[config.mk]
export PLATFORM = sky130hd
export DESIGN_NAME = polynomial_newton_root_finder
export DESIGN_NICKNAME = d
export VERILOG_FILES = /design/src/hw/rtl/pnrf_pkg.sv /design/src/hw/rtl/pnrf_mul.sv /design/src/hw/rtl/pnrf_div.sv /design/src/hw/rtl/polynomial_newton_root_finder.sv
export SDC_FILE = /design/constraint.sdc
export NUM_CORES = 2
export LEC_CHECK = 0
export BUFFER_PORTS_ARGS = -buffer_cell sky130_fd_sc_hd__buf_2
export CORE_ASPECT_RATIO = 1.5
export CORE_MARGIN = 2
export CORE_UTILIZATION = 55
export CTS_CLUSTER_SIZE = 28
export DETAILED_ROUTE_END_ITERATION = 16
export GPL_TIMING_DRIVEN = 0
export PLACE_DENSITY_LB_ADDON = 0.08
export SYNTH_ARGS = -nofsm -noshare
export SYNTH_HDL_FRONTEND = slang
export SYNTH_HIERARCHICAL = 1
export SYNTH_SLANG_ARGS = --single-unit
[constraint.sdc]
create_clock -name clk -period 24.9 [get_ports clk]
set_input_delay 2.49 -clock clk [delete_from_list [all_inputs] [get_ports clk]]
set_output_delay 2.49 -clock clk [all_outputs]
set_load 0.05 [all_outputs]
[src/hw/rtl/pnrf_pkg.sv]
// ---------------------------------------------------------------------------
// Polynomial Newton root finder package
// Shared constants, status codes, request types and saturation helpers.
// ---------------------------------------------------------------------------
package pnrf_pkg;

  // Number of coefficients that take part in the evaluation (2 .. 8).
  localparam int NUM_COEFFS = 8;

  localparam int NREGS      = 8;
  localparam int REG_IDX_W  = 3;
  localparam int ADDR_W     = 5;
  localparam int Q_W        = 32;
  localparam int FRAC_W     = 16;
  localparam int TOL_W      = 31;
  localparam int ITER_W     = 16;
  localparam int STATUS_W   = 2;
  localparam int DIVIDEND_W = Q_W + FRAC_W;
  localparam int DIV_CNT_W  = 6;

  typedef logic signed [Q_W-1:0] q_t;

  localparam logic [STATUS_W-1:0] ST_FOUND = 2'd0;
  localparam logic [STATUS_W-1:0] ST_FLAT  = 2'd1;
  localparam logic [STATUS_W-1:0] ST_LIMIT = 2'd2;

  localparam q_t Q_MAX = 32'sh7FFF_FFFF;
  localparam q_t Q_MIN = 32'sh8000_0000;

  // Request from the sequencer to the divider.
  typedef struct packed {
    logic                  start;
    logic                  neg;
    logic [DIVIDEND_W-1:0] dividend;
    logic [Q_W-1:0]        divisor;
  } div_req_t;

  // Response from the divider: quotient valid while done is high.
  typedef struct packed {
    logic done;
    q_t   quot;
  } div_rsp_t;

  // Saturate a 33-bit signed value to the Q16.16 range.
  function automatic q_t sat33(input logic signed [Q_W:0] v);
    q_t r;
    if (v[Q_W] != v[Q_W-1]) begin
      r = v[Q_W] ? Q_MIN : Q_MAX;
    end else begin
      r = v[Q_W-1:0];
    end
    return r;
  endfunction

  // Saturate a 48-bit signed value to the Q16.16 range.
  function automatic q_t sat48(input logic signed [DIVIDEND_W-1:0] v);
    q_t r;
    if ((&v[DIVIDEND_W-1:Q_W-1]) || !(|v[DIVIDEND_W-1:Q_W-1])) begin
      r = v[Q_W-1:0];
    end else begin
      r = v[DIVIDEND_W-1] ? Q_MIN : Q_MAX;
    end
    return r;
  endfunction

endpackage

[src/hw/rtl/pnrf_mul.sv]
// ---------------------------------------------------------------------------
// Shared fixed-point multiplier
// Q16.16 product, floored to 16 fraction bits and saturated, registered.
// ---------------------------------------------------------------------------
module pnrf_mul
  import pnrf_pkg::*;
(
  input  logic clk,
  input  q_t   a,
  input  q_t   b,
  output q_t   q
);

  logic signed [2*Q_W-1:0] prod;
  q_t                      q_r;

  // An arithmetic shift right of the full product is the floor.
  assign prod = a * b;

  always_ff @(posedge clk) begin
    q_r <= sat48(prod[2*Q_W-1:FRAC_W]);
  end

  assign q = q_r;

endmodule

[src/hw/rtl/pnrf_div.sv]
// ---------------------------------------------------------------------------
// Iterative divider
// Restoring division, one quotient bit per cycle, sign applied and saturated.
// ---------------------------------------------------------------------------
module pnrf_div
  import pnrf_pkg::*;
(
  input  logic     clk,
  input  logic     rst_n,
  input  div_req_t req,
  output div_rsp_t rsp
);

  localparam logic [DIVIDEND_W-1:0] MAG_LIM_NEG = DIVIDEND_W'(64'h0000_0000_8000_0000);
  localparam logic [DIVIDEND_W-1:0] MAG_LIM_POS = DIVIDEND_W'(64'h0000_0000_7FFF_FFFF);

  logic                  run_r;
  logic                  done_r;
  logic [DIV_CNT_W-1:0]  cnt_r;
  logic [Q_W-1:0]        rem_r;
  logic [DIVIDEND_W-1:0] quo_r;
  logic [Q_W-1:0]        dvs_r;
  logic                  neg_r;

  logic [Q_W:0]          shifted;
  logic [Q_W+1:0]        diff;
  logic                  qbit;
  q_t                    quot;

  assign shifted = {rem_r, quo_r[DIVIDEND_W-1]};
  assign diff    = {1'b0, shifted} - {2'b00, dvs_r};
  assign qbit    = !diff[Q_W+1];

  always_ff @(posedge clk) begin
    if (!rst_n) begin
      run_r  <= 1'b0;
      done_r <= 1'b0;
      cnt_r  <= '0;
    end else begin
      done_r <= 1'b0;
      if (req.start) begin
        run_r <= 1'b1;
        cnt_r <= '0;
      end else if (run_r) begin
        cnt_r <= cnt_r + 1'b1;
        if (cnt_r == DIV_CNT_W'(DIVIDEND_W - 1)) begin
          run_r  <= 1'b0;
          done_r <= 1'b1;
        end
      end
    end
  end

  always_ff @(posedge clk) begin
    if (req.start) begin
      rem_r <= '0;
      quo_r <= req.dividend;
      dvs_r <= req.divisor;
      neg_r <= req.neg;
    end else if (run_r) begin
      rem_r <= qbit ? diff[Q_W-1:0] : shifted[Q_W-1:0];
      quo_r <= {quo_r[DIVIDEND_W-2:0], qbit};
    end
  end

  always_comb begin
    if (neg_r) begin
      quot = (quo_r > MAG_LIM_NEG) ? Q_MIN : q_t'(-quo_r[Q_W-1:0]);
    end else begin
      quot = (quo_r > MAG_LIM_POS) ? Q_MAX : q_t'(quo_r[Q_W-1:0]);
    end
  end

  assign rsp.done = done_r;
  assign rsp.quot = quot;

endmodule

[src/hw/rtl/polynomial_newton_root_finder.sv]
// ---------------------------------------------------------------------------
// Polynomial Newton root finder
// Finds one root of a polynomial of degree up to seven by Newton's method,
// in signed Q16.16 fixed point, with one shared multiplier and one divider.
// ---------------------------------------------------------------------------
// Each Newton step passes through an iteration state, then a multiply state and
// an add state per Horner step of p(x) and p'(x) through the shared multiplier,
// then a check state and the bit-serial divider. Busy stays high until the run
// ends and a new request is taken only while idle, so one request is in flight
// at a time; the receiver cannot stall the strobe.
// Reset (rst_n low, synchronous) clears the sequencer, strobe and coefficients.
// ---------------------------------------------------------------------------
module polynomial_newton_root_finder
  import pnrf_pkg::*;
(
  input  logic                  clk,
  input  logic                  rst_n,
  // Request channel
  input  logic                  start,
  output logic                  busy,
  input  logic signed [Q_W-1:0] in_start_guess,
  input  logic [TOL_W-1:0]      in_tolerance,
  input  logic [ITER_W-1:0]     in_iteration_limit,
  // Result channel
  output logic                  out_valid,
  output logic signed [Q_W-1:0] out_root,
  output logic [STATUS_W-1:0]   out_status,
  output logic [ITER_W-1:0]     out_iterations_used,
  // Configuration port
  input  logic                  psel,
  input  logic                  penable,
  input  logic                  pwrite,
  input  logic [ADDR_W-1:0]     paddr,
  input  logic [Q_W-1:0]        pwdata,
  output logic [Q_W-1:0]        prdata,
  output logic                  pready
);

  // Sequencer states.
  localparam logic [2:0] S_IDLE  = 3'd0;
  localparam logic [2:0] S_ITER  = 3'd1;
  localparam logic [2:0] S_PMUL  = 3'd2;
  localparam logic [2:0] S_PADD  = 3'd3;
  localparam logic [2:0] S_DMUL  = 3'd4;
  localparam logic [2:0] S_DADD  = 3'd5;
  localparam logic [2:0] S_CHECK = 3'd6;
  localparam logic [2:0] S_DIV   = 3'd7;

  localparam logic [REG_IDX_W-1:0] IDX_TOP = REG_IDX_W'(NUM_COEFFS - 1);

  // -------------------------------------------------------------------------
  // Coefficient store. Eight words held in a small memory with one write
  // port and two registered read ports: one for the bus, one for the
  // sequencer. A valid bit per entry makes an unwritten entry read as zero,
  // which is the reset value of every coefficient.
  // -------------------------------------------------------------------------
  q_t                  coef_mem [NREGS];
  logic [NREGS-1:0]    cval_r;
  q_t                  coef_rd_r;
  logic [Q_W-1:0]      prdata_r;
  logic                cfg_wr;
  logic [REG_IDX_W-1:0] cfg_idx;

  assign cfg_wr  = psel && penable && pwrite;
  assign cfg_idx = paddr[ADDR_W-1:2];

  always_ff @(posedge clk) begin
    if (cfg_wr) begin
      coef_mem[cfg_idx] <= q_t'(pwdata);
    end
  end

  always_ff @(posedge clk) begin
    if (!rst_n) begin
      cval_r <= '0;
    end else if (cfg_wr) begin
      cval_r[cfg_idx] <= 1'b1;
    end
  end

  // Bus read port: the address is stable from the setup cycle on, so the
  // registered word is ready in the access cycle.
  always_ff @(posedge clk) begin
    prdata_r <= cval_r[cfg_idx] ? coef_mem[cfg_idx] : '0;
  end

  assign prdata = prdata_r;
  assign pready = 1'b1;

  // -------------------------------------------------------------------------
  // Sequencer registers.
  // -------------------------------------------------------------------------
  logic [2:0]           state_r, state_nxt;
  q_t                   x_r, x_nxt;
  logic [TOL_W-1:0]     tol_r, tol_nxt;
  logic [ITER_W-1:0]    limit_r, limit_nxt;
  logic [ITER_W-1:0]    k_r, k_nxt;
  q_t                   acc_r, acc_nxt;
  logic [REG_IDX_W-1:0] idx_r, idx_nxt;
  q_t                   p_r, p_nxt;
  q_t                   d_r, d_nxt;
  logic                 out_valid_r, out_valid_nxt;
  q_t                   out_root_r, out_root_nxt;
  logic [STATUS_W-1:0]  out_status_r, out_status_nxt;
  logic [ITER_W-1:0]    out_used_r, out_used_nxt;

  // Sequencer read port: the index in place during a multiply cycle delivers
  // its coefficient in the following add cycle.
  always_ff @(posedge clk) begin
    coef_rd_r <= cval_r[idx_r] ? coef_mem[idx_r] : '0;
  end

  // Shared units.
  q_t       mul_q;
  div_req_t div_req;
  div_rsp_t div_rsp;

  pnrf_mul u_mul (
    .clk (clk),
    .a   (acc_r),
    .b   (x_r),
    .q   (mul_q)
  );

  pnrf_div u_div (
    .clk   (clk),
    .rst_n (rst_n),
    .req   (div_req),
    .rsp   (div_rsp)
  );

  // -------------------------------------------------------------------------
  // Datapath around the shared units.
  // -------------------------------------------------------------------------
  logic signed [Q_W+REG_IDX_W:0] dprod;
  q_t                            dcoef;
  q_t                            addend;
  q_t                            horner_sum;
  logic [Q_W-1:0]                p_mag;
  logic [Q_W-1:0]                d_mag;
  logic                          p_small;
  logic                          d_small;
  q_t                            x_upd;

  // Derivative coefficient i*c_i is a small product by the 3-bit index.
  assign dprod  = $signed({1'b0, idx_r}) * coef_rd_r;
  assign dcoef  = sat48(DIVIDEND_W'(dprod));
  assign addend = (state_r == S_DADD) ? dcoef : coef_rd_r;

  // One Horner step: the floored product from the multiplier plus the
  // coefficient, or i*c_i in the derivative pass, saturated.
  assign horner_sum = sat33({mul_q[Q_W-1], mul_q} + {addend[Q_W-1], addend});

  // Exact magnitudes; the most negative value maps to 2^31 as unsigned.
  assign p_mag = p_r[Q_W-1] ? (~p_r + 1'b1) : p_r;
  assign d_mag = d_r[Q_W-1] ? (~d_r + 1'b1) : d_r;

  assign p_small = p_mag < {1'b0, tol_r};
  assign d_small = (d_mag < {1'b0, tol_r}) || (d_r == '0);

  // The quotient p/p' is taken as (|p| << 16) / |p'| with the sign applied
  // by the divider afterward.
  assign div_req.start    = (state_r == S_CHECK) && !p_small && !d_small;
  assign div_req.neg      = p_r[Q_W-1] ^ d_r[Q_W-1];
  assign div_req.dividend = {p_mag, {FRAC_W{1'b0}}};
  assign div_req.divisor  = d_mag;

  assign x_upd = sat33({x_r[Q_W-1], x_r} - {div_rsp.quot[Q_W-1], div_rsp.quot});

  // -------------------------------------------------------------------------
  // Sequencer. Each Newton step evaluates p(x) from the top coefficient down,
  // then p'(x) from the top derivative coefficient down to index one, checks
  // both magnitudes against the tolerance and either reports or divides and
  // moves x.
  // -------------------------------------------------------------------------
  always_comb begin
    state_nxt      = state_r;
    x_nxt          = x_r;
    tol_nxt        = tol_r;
    limit_nxt      = limit_r;
    k_nxt          = k_r;
    acc_nxt        = acc_r;
    idx_nxt        = idx_r;
    p_nxt          = p_r;
    d_nxt          = d_r;
    out_valid_nxt  = 1'b0;
    out_root_nxt   = out_root_r;
    out_status_nxt = out_status_r;
    out_used_nxt   = out_used_r;

    case (state_r)
      S_IDLE: begin
        if (start) begin
          x_nxt     = in_start_guess;
          tol_nxt   = in_tolerance;
          limit_nxt = in_iteration_limit;
          k_nxt     = '0;
          state_nxt = S_ITER;
        end
      end
      S_ITER: begin
        if (k_r == limit_r) begin
          // Limit reached without a decision.
          out_valid_nxt  = 1'b1;
          out_root_nxt   = '0;
          out_status_nxt = ST_LIMIT;
          out_used_nxt   = limit_r;
          state_nxt      = S_IDLE;
        end else begin
          k_nxt     = k_r + 1'b1;
          acc_nxt   = '0;
          idx_nxt   = IDX_TOP;
          state_nxt = S_PMUL;
        end
      end
      S_PMUL: begin
        state_nxt = S_PADD;
      end
      S_PADD: begin
        if (idx_r == '0) begin
          p_nxt     = horner_sum;
          acc_nxt   = '0;
          idx_nxt   = IDX_TOP;
          state_nxt = S_DMUL;
        end else begin
          acc_nxt   = horner_sum;
          idx_nxt   = idx_r - 1'b1;
          state_nxt = S_PMUL;
        end
      end
      S_DMUL: begin
        state_nxt = S_DADD;
      end
      S_DADD: begin
        if (idx_r == REG_IDX_W'(1)) begin
          d_nxt     = horner_sum;
          state_nxt = S_CHECK;
        end else begin
          acc_nxt   = horner_sum;
          idx_nxt   = idx_r - 1'b1;
          state_nxt = S_DMUL;
        end
      end
      S_CHECK: begin
        if (p_small) begin
          out_valid_nxt  = 1'b1;
          out_root_nxt   = x_r;
          out_status_nxt = ST_FOUND;
          out_used_nxt   = k_r;
          state_nxt      = S_IDLE;
        end else if (d_small) begin
          // A flat or exactly zero derivative ends the run.
          out_valid_nxt  = 1'b1;
          out_root_nxt   = '0;
          out_status_nxt = ST_FLAT;
          out_used_nxt   = k_r;
          state_nxt      = S_IDLE;
        end else begin
          state_nxt = S_DIV;
        end
      end
      S_DIV: begin
        if (div_rsp.done) begin
          x_nxt     = x_upd;
          state_nxt = S_ITER;
        end
      end
      default: begin
        state_nxt = S_IDLE;
      end
    endcase
  end

  always_ff @(posedge clk) begin
    if (!rst_n) begin
      state_r     <= S_IDLE;
      out_valid_r <= 1'b0;
    end else begin
      state_r     <= state_nxt;
      out_valid_r <= out_valid_nxt;
    end
  end

  always_ff @(posedge clk) begin
    x_r          <= x_nxt;
    tol_r        <= tol_nxt;
    limit_r      <= limit_nxt;
    k_r          <= k_nxt;
    acc_r        <= acc_nxt;
    idx_r        <= idx_nxt;
    p_r          <= p_nxt;
    d_r          <= d_nxt;
    out_root_r   <= out_root_nxt;
    out_status_r <= out_status_nxt;
    out_used_r   <= out_used_nxt;
  end

  assign busy                = (state_r != S_IDLE);
  assign out_valid           = out_valid_r;
  assign out_root            = out_root_r;
  assign out_status          = out_status_r;
  assign out_iterations_used = out_used_r;

endmodule

### Yosys cells after proc, flatten, opt, wreduce, memory -nomap -nowiden

Memories as Yosys holds them, arrays and structs flattened. A register that Yosys moved wholly into a read port is not among the register bits.
Index checks and enable logic that the tools add are counted.

* add/subtract/negate cells: 9
* multipliers: 2
* order comparisons: 7
* equal/unequal tests: 18
* mux-type cells: 67
* bitwise operators: 6
* reductions and logical operators: 38

Operators with widths (count)
* 32-bit two-way mux: 23
* 32-bit one-hot mux with 2 select lines: 2
* 48-bit two-way mux: 2
* 32-bit one-hot mux with 3 select lines: 1
* 16-bit two-way mux: 5
* 32-bit by 1-bit adder with 32-bit output, second input constant: 2
* 32-bit by 31-bit < comparator with 1-bit output: 2
* 32-bit by 32-bit multiplier with 64-bit output: 1
* 32-bit NOT: 2
* 16-bit one-hot mux with 2 select lines: 2
* 48-bit by 31-bit greater-than comparator with 1-bit output, second input constant: 1
* 48-bit by 32-bit greater-than comparator with 1-bit output, second input constant: 1
* 4-bit by 32-bit multiplier with 36-bit output: 1
* 33-bit by 32-bit subtractor with 34-bit output: 1
* 32-bit by 32-bit adder with 33-bit output: 1
* 32-bit by 32-bit subtractor with 33-bit output: 1
* 32-bit logical NOT: 1
* 32-bit negator: 1
* 3-bit two-way mux: 8
* 3-bit one-hot mux with 8 select lines: 1
* 17-bit AND reduction: 1
* 17-bit OR reduction: 1
* 16-bit by 1-bit adder with 16-bit output, second input constant: 1
* 16-bit equality test: 1
* 34 further kinds: 84

* register bits after elaboration: 409
* memory bits (writable): 256
* bits of input ports: 122
* output and inout bits: 85
* word-level logic and storage cells: 171
* memories kept: 1

Memory list
* coef_mem: depth 8, width 32, rd ports 2, clocked after memory_dff 2, write ports 1, line polynomial_newton_root_finder.sv:57 `q_t coef_mem [NREGS];`

### Longest topological paths before layout

* word-level depth: 11
* mapped depth: 35
* depth with buffers taken out: 30

### By module

The synthesis kept the hierarchy.

Modules (own cells, without submodules)
* pnrf_mul: times used 1, cells each 4179, area each 38237.9 sq um, seq. area each 640.6 sq um
* polynomial_newton_root_finder: times used 1, cells each 2802, area each 33413.3 sq um, seq. area each 16535.9 sq um
* pnrf_div: times used 1, cells each 841, area each 7734.9 sq um, seq. area each 3233.1 sq um

### Worst setup path after synthesis

No wires, ideal clock.

* path kind: register -> register
* start point: register x_r[2]
* end point: register u_mul.q_r[10] (netlist: u_mul/q[10])
* setup time: 0.125 ns
* arrival time: 8.504 ns
* required time: 24.775 ns
* slack: 16.271 ns
* stages on the path, launching flop included: 29
* path buffers: 3
* clock period less this slack: 8.629 ns
* cell sequence: edfxtp_1 > clkbuf_1 > nand2_1 > inv_1 > fa_1 > fa_1 > fa_1 > inv_1 > fa_1 > inv_1 > fa_1 > fa_1 > inv_1 > fa_1 > inv_1 > fa_1 > ha_1 > clkbuf_1 > and3_1 > nand2_1 > or3_1 > inv_1 > a221o_1 > or4_4 > a21oi_2 > nand4_1 > o31ai_4 > buf_6 > a21oi_2

* word-level cells in the longest chain between the ends: 5
* elaborated cells between the ends (all ways): 7
* those cells by class: mul: 1; mux: 2; reduce/logical: 4

Ends and longest elaborated chain
* from (decl): line polynomial_newton_root_finder.sv:94 `q_t x_r, x_nxt;`
* from (signal assigned): line polynomial_newton_root_finder.sv:285 `x_r <= x_nxt;`
* 32-bit by 32-bit multiplier with 64-bit output *: line pnrf_mul.sv:18 `assign prod = a * b;`
* 17-bit OR reduction: line pnrf_pkg.sv:58 `if ((&v[DIVIDEND_W-1:Q_W-1]) || !(|v[DIVIDEND_W-1:Q_W-1])) begin`
* 1-bit logical NOT: line pnrf_pkg.sv:58
* 1-bit logical OR: line pnrf_pkg.sv:58
* 32-bit two-way mux *: line pnrf_pkg.sv:58
* to (signal assigned): line pnrf_mul.sv:21 `q_r <= sat48(prod[2*Q_W-1:FRAC_W]);`
* to (decl): line pnrf_mul.sv:15 `q_t q_r;`

Every way passes the cells marked *; elsewhere a longest branch is shown, timed or not.
A chain may end at the register's enable or synchronous reset.

### Worst setup path in the final report

* start point: register acc_r[31]
* end point: register u_mul.q_r[2] (netlist: u_mul/q[2])

* word-level cells in the longest chain between the ends: 5
* elaborated cells between the ends (all ways): 7
* those cells by class: mul: 1; mux: 2; reduce/logical: 4

Ends and longest elaborated chain
* from (decl): line polynomial_newton_root_finder.sv:98 `q_t acc_r, acc_nxt;`
* from (signal assigned): line polynomial_newton_root_finder.sv:289 `acc_r <= acc_nxt;`
* 32-bit by 32-bit multiplier with 64-bit output *: line pnrf_mul.sv:18
* 17-bit OR reduction: line pnrf_pkg.sv:58
* 1-bit logical NOT: line pnrf_pkg.sv:58
* 1-bit logical OR: line pnrf_pkg.sv:58
* 32-bit two-way mux *: line pnrf_pkg.sv:58

Marks and branches as above.

==> results.md <==
* Most used DFF post-synth: edfxtp_1
* CTS tree: yes
* Final hold vios at 0
* Clock root buffer: clkbuf_16
* Register area share after synthesis at 0.257
* CP arrival at 12.21 ns
* Hold Path End: cval_r[6]
* Endpoint type of the worst setup path: flop
* Tcrit/Tclk final at 0.466
* Setup total negative slack at 0 ns
* HPWL Detailed at 218 mm
* Global-route usage over all layers at 0.369
* Rows at 170
* Number of DRC markers in iteration 0 at 4,850
* Final setup fails at 0
* Clock latency on the worst-skew pair at 0.70 ns
* F_max at 86.2 MHz
* Skew final at 0.0474 ns
* Post-synth design cell area at 79,400 µm²
* Synth cell types at 122
* #FFs+latches synth at 729
* Cells on worst reg2reg path at 27
* Layout Nets at 9,794
* Top flop regs: coef_mem: 256 flops, u_div/quo_r: 48 flops
* Hold Crit Start: cval_r[6]
* R2r endpoint: u_mul/q[2]
* Max-slew violations at 0
* Starting Density at 0.555
* Share of cells above drive strength 1 at 0.0870
* Worst endpoint required time at 25.51 ns
* Antenna violations before repair at 31
* Minimum clock period at 11.60 ns
* Worst Hold Path Cells at 1
* Die Y-Extent at 469 µm
* Number of clock sinks at 729
* Routed len/inst at 26.5 µm
* Die X at 314 µm
* Hold Crit Class: reg -> reg
* CP Launch Type: flop
* Vias per cell at 5.94
* ANT nets after route at 0
* Largest net degree at the start of global routing at 51
* Footprint of the multi-input gates at 52,500 µm²
* Max reg flops at 256
* Seq. cell area at 20,400 µm²
* Max Root-Sink Buffers at 3
* CORE AREA at 143,000 µm²
* Layout area overhead at 8.18%
* Vias post-DR at 60,000
* Fill cell count at 12,300
* FF-to-FF setup slack at 13.30 ns
* Total gr overflow at 0
* Avg Inst Size Synth at 10.1 µm²
* Post-synth EDFFs at 581
* I/O Buffers at 201
* WL final at 268 mm
* Hold Buf Count CTS at 0
* # IOs at 207
* DRC at 0
* Total CTS buffers at 74
* GP Congestion at 1.04
* First-pass GRT wire length at 397 mm
* Slew margin rel. at 0.0784
* FFs w/ async S/R, synth at 0
* Worst-path fanout max at 10
* CP startpoint: acc_r[31]
* Post-cts resize count at 0
* RSZ-0062 raised after global routing: false
* Vias in the first global route at 62,700
* Syn Inst Count at 7,822
* Critical path class: reg -> reg
* Max-Cap Viols at 0
* Synth warn at 6
* Clk pin slew, worst setup/hold paths at 0.07 ns
* H-tree depth at 3
* Post-CTS setup buffer count at 0
* Status: finished, final reports clean
* First drt pass iteration count at 7
* Top reg by flops: coef_mem
* Slew of the pin with the lowest slew margin at 1.38 ns
* Worst R2R Start: acc_r[31]
* Die area at 147,000 µm²
==> critical path, stage by stage, from the launching register on <==
cell,delay [ns]
edfxtp_1,0.75
clkbuf_1,0.70
and2_1,0.41
ha_1,0.36
fa_1,0.54
fa_1,0.86
inv_1,0.24
fa_1,0.99
inv_1,0.53
fa_1,0.59
fa_1,0.49
inv_1,0.05
fa_1,0.76
inv_1,0.13
fa_1,0.49
ha_1,0.29
clkbuf_1,0.33
a21oi_1,0.17
o21ai_0,0.76
mux2_2,0.41
nor2_1,0.09
o221ai_1,0.11
o21ba_2,0.27
and2_1,0.13
o2111a_1,0.19
a41oi_2,0.30
buf_2,0.34
a21oi_2,0.21
==> kinds of logic after synthesis <==
logic type	share of synthesized area
and+or+nand+nor	0.139
adders and majority gates	0.350
AOI/OAI and AO/OA	0.0872
buffers and inverters	0.0841
xor gates and xnor gates	0.0288
muxes	0.0545
other	0.0000946
DFF	0.257
==> worst max-delay path by stage <==
stage | to | slack [ns]
final | u_mul/q[2] | 13.30
after global routing | u_mul/q[30] | 13.06
after CTS | u_mul/q[30] | 13.39
after detailed placement | u_mul/q[2] | 13.45
after global placement | acc_r[29] | 11.88
after floorplan | u_mul/q[10] | 16.27
==> layer usage <==
metal | track usage | wire (µm) | vias up
met5 | 0.00758 | 254 | -
li1 | - | - | 26000
met3 | 0.0663 | 20800 | 926
met1 | 0.428 | 93300 | 30300
met4 | 0.265 | 23800 | 18
met2 | 0.613 | 130000 | 2798
==> per-stage QoR <==
| stage | instance area [µm²] | hold slack [ns] | utilization | instances | setup WS, ns |
|---|---|---|---|---|---|
| floorplan | 79400 | 0.452 | - | 7837 | 16.27 |
| global placement | 82800 | 0.462 | 0.579 | 9930 | 11.88 |
| detailed placement | 83300 | 0.472 | 0.582 | 9959 | 13.45 |
| CTS | 85800 | 0.486 | 0.600 | 10100 | 13.39 |
| global route | 85900 | 0.489 | 0.600 | 10100 | 13.06 |
| finish | 85900 | 0.489 | 0.600 | 10100 | 13.30 |
==> cells in the final DEF, fill, tap and decap left out, types with 74 or more instances in the layout <==
cell	instances
a21o_1	94
a21oi_1	299
and2_1	620
buf_2	229
clkbuf_1	336
clkbuf_16	74
dfxtp_1	148
edfxtp_1	581
fa_1	1116
ha_1	413
inv_1	1354
mux4_2	132
nand2_1	876
nor2_1	357
o21ai_0	201
xnor2_1	189
==> cell usage after synthesis (all sizes together) (57+ instances only) <==
| cell | number | share of area |
|---|---|---|
| a21o | 94 | 0.0089 |
| buf | 60 | 0.0046 |
| nand2 | 880 | 0.042 |
| nand4 | 60 | 0.0048 |
| and2 | 620 | 0.049 |
| mux2i | 71 | 0.0090 |
| xor2 | 72 | 0.0079 |
| nor3 | 61 | 0.0044 |
| mux4 | 132 | 0.037 |
| xnor2 | 189 | 0.021 |
| ha | 413 | 0.065 |
| clkbuf | 324 | 0.015 |
| mux2 | 57 | 0.0081 |
| inv | 1356 | 0.064 |
| o21ai | 262 | 0.017 |
| fa | 1116 | 0.28 |
| dfxtp | 148 | 0.037 |
| edfxtp | 581 | 0.22 |
| nor2 | 366 | 0.017 |
| a21oi | 334 | 0.023 |
==> layout make-up <==
type / count / share of cell area
multi-input combinational: 5368 / 0.611
sequential: 729 / 0.238
inverter: 1356 / 0.0593
tap: 1892 / 0.0276
clock buffer: 91 / 0.0228
buffer: 384 / 0.0184
timing repair buffer: 230 / 0.0163
clock inverter: 45 / 0.00669
antenna: 14 / 0.000408
Power is left out: the tool's default activity adds up to more than one toggle a clock period on the data nets, which glitch-free logic cannot reach.
